--- src/rtl/lsp_pkg.sv ---
// Shared types, constants and tables for the least-squares polynomial fit block.
package lsp_pkg;

    localparam int DEF_MAX_DEGREE = 2;
    localparam int DEF_MAX_POINTS = 1024;
    localparam int DEF_COORD_BITS = 12;

    localparam int FIELD_BITS  = 12;
    localparam int VALUE_BITS  = 64;
    localparam int Q_FRAC_BITS = 32;

    localparam int PERM_COUNT = 24;
    localparam int PERM_SIZE  = 4;

    localparam logic       CFG_DEGREE   = 1'b0;
    localparam logic       CFG_SWAP     = 1'b1;
    localparam logic [1:0] DEGREE_RESET = 2'd2;

    typedef enum logic [1:0] {
        ST_OK       = 2'd0,
        ST_FEW      = 2'd1,
        ST_SINGULAR = 2'd2,
        ST_OVERFLOW = 2'd3
    } t_fit_status;

    typedef enum logic [3:0] {
        S_IDLE,
        S_ACC_PS,
        S_ACC_P,
        S_SOLVE,
        S_DET_START,
        S_PERM,
        S_ROW,
        S_MUL,
        S_DET_END,
        S_DIV,
        S_EMIT
    } t_state;

    typedef struct packed {
        logic                  done;
        logic [VALUE_BITS-1:0] value;
    } t_qdiv_res;

    function automatic logic [7:0] perm_pack(int a, int b, int c, int d);
        return {2'(d), 2'(c), 2'(b), 2'(a)};
    endfunction

    // Column of each row for all permutations of four, row 0 in the low bits.
    localparam logic [7:0] PERM_COLS [PERM_COUNT] = '{
        perm_pack(0, 1, 2, 3), perm_pack(0, 1, 3, 2), perm_pack(0, 2, 1, 3),
        perm_pack(0, 2, 3, 1), perm_pack(0, 3, 1, 2), perm_pack(0, 3, 2, 1),
        perm_pack(1, 0, 2, 3), perm_pack(1, 0, 3, 2), perm_pack(1, 2, 0, 3),
        perm_pack(1, 2, 3, 0), perm_pack(1, 3, 0, 2), perm_pack(1, 3, 2, 0),
        perm_pack(2, 0, 1, 3), perm_pack(2, 0, 3, 1), perm_pack(2, 1, 0, 3),
        perm_pack(2, 1, 3, 0), perm_pack(2, 3, 0, 1), perm_pack(2, 3, 1, 0),
        perm_pack(3, 0, 1, 2), perm_pack(3, 0, 2, 1), perm_pack(3, 1, 0, 2),
        perm_pack(3, 1, 2, 0), perm_pack(3, 2, 0, 1), perm_pack(3, 2, 1, 0)
    };

    localparam logic [PERM_COUNT-1:0] PERM_ODD = 24'b011001_100110_011001_100110;

endpackage

--- src/rtl/lsp_qdiv.sv ---
// Restoring divider giving a rounded, saturated Q32.32 quotient of two wide integers.
module lsp_qdiv
    import lsp_pkg::*;
#(
    parameter int BIG_W = VALUE_BITS * (DEF_MAX_DEGREE + 1) + 6
) (
    input  logic             i_clk,
    input  logic             i_rst_n,
    input  logic             i_start,
    input  logic [BIG_W-1:0] i_num,
    input  logic [BIG_W-1:0] i_den,
    output t_qdiv_res        o_res
);

    localparam int DW    = BIG_W + VALUE_BITS + 2;
    localparam int QB    = VALUE_BITS + 1;
    localparam int CNT_W = $clog2(QB);

    logic                  r_active;
    logic                  r_first;
    logic                  r_neg;
    logic [CNT_W-1:0]      r_cnt;
    logic [DW-1:0]         r_rem;
    logic [DW-1:0]         r_dsh;
    logic [QB-2:0]         r_q;
    logic                  r_done;
    logic [VALUE_BITS-1:0] r_val;

    logic [BIG_W-1:0]      num_abs;
    logic [BIG_W-1:0]      den_abs;
    logic                  ge;
    logic [QB-1:0]         q_fin;
    logic [VALUE_BITS-1:0] sat_val;
    logic [VALUE_BITS-1:0] fin_val;

    assign num_abs = i_num[BIG_W-1] ? (-i_num) : i_num;
    assign den_abs = i_den[BIG_W-1] ? (-i_den) : i_den;
    assign ge      = r_rem >= r_dsh;
    assign q_fin   = {r_q, ge};
    assign sat_val = r_neg ? {1'b1, {(VALUE_BITS-1){1'b0}}} : {1'b0, {(VALUE_BITS-1){1'b1}}};

    always_comb begin
        if (!r_neg) begin
            fin_val = (q_fin[QB-1] || q_fin[QB-2]) ? sat_val : q_fin[VALUE_BITS-1:0];
        end else begin
            fin_val = (q_fin[QB-1] || (q_fin[QB-2] && (|q_fin[QB-3:0]))) ?
                      sat_val : (-q_fin[VALUE_BITS-1:0]);
        end
    end

    always_ff @(posedge i_clk) begin
        if (!i_rst_n) begin
            r_active <= 1'b0;
            r_first  <= 1'b0;
            r_done   <= 1'b0;
            r_cnt    <= '0;
        end else begin
            r_done <= 1'b0;
            if (i_start) begin
                r_active <= 1'b1;
                r_first  <= 1'b1;
                r_neg    <= i_num[BIG_W-1] ^ i_den[BIG_W-1];
                r_rem    <= (DW'(num_abs) << (Q_FRAC_BITS + 1)) + DW'(den_abs);
                r_dsh    <= DW'(den_abs) << (QB + 1);
                r_q      <= '0;
            end else if (r_active && r_first) begin
                if (ge) begin
                    r_active <= 1'b0;
                    r_done   <= 1'b1;
                    r_val    <= sat_val;
                end else begin
                    r_first <= 1'b0;
                    r_dsh   <= r_dsh >> 1;
                    r_cnt   <= CNT_W'(QB - 1);
                end
            end else if (r_active) begin
                if (ge) begin
                    r_rem <= r_rem - r_dsh;
                end
                r_q   <= q_fin[QB-2:0];
                r_dsh <= r_dsh >> 1;
                if (r_cnt == '0) begin
                    r_active <= 1'b0;
                    r_done   <= 1'b1;
                    r_val    <= fin_val;
                end else begin
                    r_cnt <= r_cnt - CNT_W'(1);
                end
            end
        end
    end

    assign o_res.done  = r_done;
    assign o_res.value = r_val;

endmodule

--- config.mk ---
export PLATFORM = sky130hd
export DESIGN_NAME = lsp_qdiv
export DESIGN_NICKNAME = d
export VERILOG_FILES = /design/src/rtl/lsp_pkg.sv /design/src/rtl/lsp_qdiv.sv
export SDC_FILE = /design/constraint.sdc
export NUM_CORES = 2
export LEC_CHECK = 0
export ABC_CLOCK_PERIOD_IN_PS = 17000
export BUFFER_PORTS_ARGS = -buffer_cell sky130_fd_sc_hd__buf_2
export CAP_MARGIN = 10
export CELL_PAD_IN_SITES_DETAIL_PLACEMENT = 0
export CELL_PAD_IN_SITES_GLOBAL_PLACEMENT = 2
export CORE_UTILIZATION = 37
export DETAILED_ROUTE_END_ITERATION = 8
export PLACE_DENSITY_LB_ADDON = 0.12
export SYNTH_ARGS = -nofsm -noshare
export SYNTH_HDL_FRONTEND = slang
export SYNTH_SLANG_ARGS = --single-unit
--- constraint.sdc ---
create_clock -name i_clk -period 17 [get_ports i_clk]
set_input_delay 0.85 -clock i_clk [delete_from_list [all_inputs] [get_ports i_clk]]
set_output_delay 0.85 -clock i_clk [all_outputs]
set_load 0.01 [all_outputs]
==> results.json <==
{
  "synth_enable_flop_cells": 657,
  "cts_sinks": 667,
  "synthFlopType": "edfxtp_1",
  "synthCells": 9008,
  "cp.required_ns": 17.50,
  "layout-drive-gt1-share_pct": 9.07,
  "drc_errors": 0,
  "yosysTopAreaCellShare_pct": 28.4,
  "path_class": "in2reg",
  "hold_viol_final": 0,
  "core_area_um2": 186000,
  "clockBufferDepth": 3,
  "placed_area_um2": 74100,
  "holdWs_ns": 0.428,
  "clk-insertion-delay-late_ns": 0.81,
  "die_x_um": 435,
  "grt_util_all_layers_pct": 40.0,
  "endpoint_kind": "register",
  "num_io_pins": 464,
  "synth.most_common_cell": "nand2_1",
  "switchingPower_mw": 3.48,
  "clkSlewWorstSetupHoldPaths_ns": 0.06,
  "grt_max_degree": 185,
  "critPathMaxStageDelay_ns": 0.88,
  "area_growth_pct": 11.2,
  "hold_class": "in2reg",
  "firstDrtPassIters": 6,
  "rsz0062_at_grt": "false",
  "crit_path_frequent_cell": "nor4_1",
  "yosys.cell_types.count": 93,
  "cap_violations": 1,
  "grt_overflow": 0,
  "holdBufCountCts": 0,
  "cts_resized": 0,
  "cts_made_buffers": 90,
  "power_frac_comb_pct": 47.3,
  "path_buf_inv": 5,
  "fin_skew_ns": 0.0673,
  "post_cts_buffers": 0,
  "grt_pass1_vias": 69500,
  "die_h_um": 435,
  "max_freq_ghz": 0.0984,
  "start_kind": "input port",
  "vias": 74400,
  "yosysWarnings": 0,
  "period_minus_slack_ns": 10.16,
  "drt-wirelength-per-cell_um": 33.4,
  "ys_seq_area_share_pct": 28.7,
  "power_frac_seq_pct": 27.2,
  "crit_arrival_ns": 10.66,
  "fin_area_um2": 77100,
  "grt_pass1_wl_um": 540000,
  "cpMaxStageDelayCell": "or4_1",
  "critPathTopFamily": "simple AND/OR/NAND/NOR gates",
  "p_leak_nw": 28.7,
  "status": "finished with violations",
  "gp_congestion": 1.07,
  "maxSlewHeadroom_pct": 1.05,
  "ir_drop_mv": 0.0829,
  "switching_share_pct": 45.4,
  "p_per_area_nw_per_um2": 99.4,
  "yosys-top-cells-area": "edfxtp_1 (28%), ha_1 (7.8%), xnor2_1 (7.5%)",
  "dr.first_iter.drc_count": 9014,
  "cts_root_buf": "clkbuf_16",
  "grt_antenna_before_repair": 72,
  "p_int_mw": 4.18,
  "violations": "max-capacitance violations",
  "p_total_mw": 7.66,
  "worst_pin_slew_ns": 1.48,
  "layout.nets": 10100,
  "hpwl_um": 332000,
  "crit_fanout": 8,
  "port_buffers": 463,
  "synth_nets": 9843,
  "setup_viol": 0,
  "syn_avg_cell_area_um2": 7.70,
  "fin_setup_tns_ns": 0,
  "syn_area_um2": 69400,
  "rows": 158,
  "maxSlewViolCount": 0,
  "ys_ff_latch": 667,
  "yosys-top-cells-count": "nand2_1 (1085), a21oi_1 (895), o21ai_0 (881)",
  "initial_core_util_pct": 37.3,
  "vias_per_cell": 6.29,
  "ctsHtreeMaxLevel": 3,
  "dieArea_um2": 189000,
  "postRouteAntennaNets": 0,
  "synth_area_leader_cell": "edfxtp_1",
  "p_clk_share_pct": 25.5,
  "cts_tree": "done",
  "final.period_utilization_pct": 59.8,
  "finalWirelength_um": 395000,
  "synthArstFlopShare_pct": 0
}
-- layer usage --
metal / vias to the layer above / routed length (um) / track usage [%]
met2: 3643 / 175000 / 62.5
li1: 33400 / - / -
met3: 833 / 29000 / 6.33
met4: 20 / 32800 / 29.1
met1: 36600 / 158000 / 50.0
met5: - / 144 / 0
-- sequential cells by signal (all words and copies together) (netlist names) --
name and count:
r_neg 1, r_first 1, r_done 1, r_dsh 264, r_q 64, r_active 1
r_val 64, r_rem 264, r_cnt 7
-- metrics by stage --
stage / setup slack (ns) / util [%] / instances
2_1_floorplan: 1.37 / - / 9008
3_3_place_gp: 5.45 / 39.8 / 11600
3_5_place_dp: 6.18 / 39.9 / 11600
4_1_cts: 6.96 / 41.4 / 11800
5_1_grt: 6.45 / 41.5 / 11800
6_report: 6.84 / 41.5 / 11800
-- final timing paths --
| path | from | slack, ns | end | depth (start not counted) |
|---|---|---|---|---|
| max | i_den[13] | 6.84 | r_rem[224] | 29 |
| min | i_rst_n | 0.43 | r_active | 2 |
| max reg2reg | r_rem[57] | 8.55 | r_rem[161] | 14 |
| min reg2reg | r_cnt[1] | 0.49 | r_cnt[1] | 2 |
-- power by group through the flow --
stage               Clock (mW)  Combinational (mW)  Sequential [mW]
finish                    1.95                3.63             2.08
floorplan                    0                2.12             2.12
global placement             0                3.52             2.11
global route              2.03                3.80             2.09
CTS                       1.97                3.52             2.08
detailed placement           0                3.50             2.11
-- cell type report --
type / count / area (um2)
well taps: 2480 / 3100
repair buffers: 568 / 3180
inverters: 442 / 1660
fillers: 19500 / 109000
clock inverters: 60 / 593
flip-flops and latches: 667 / 19900
multi-input cells: 7451 / 46200
diodes: 59 / 148
clock buffers: 104 / 2300
-- placed cells by master (no fill, tap or decap), types with 150 or more instances in the layout --
cell type / n
a21o_1: 187
a21oi_1: 893
buf_2: 460
edfxtp_1: 657
ha_1: 434
inv_1: 441
nand2_1: 1085
nand4_1: 295
nor2_1: 865
nor3_1: 234
o21ai_0: 878
o31ai_1: 150
xnor2_1: 590
xor2_1: 298
-- cell families after synthesis --
group | count (synthesis) | share of synthesized area [%]
xor+xnor | 888 | 11.2
compound gates | 2805 | 24.2
simple gates | 3283 | 22.5
fa+ha+maj | 436 | 7.89
flops | 667 | 28.7
mux | 39 | 0.588
buf+inv | 890 | 4.87
(Power assumes the default switching activity.)
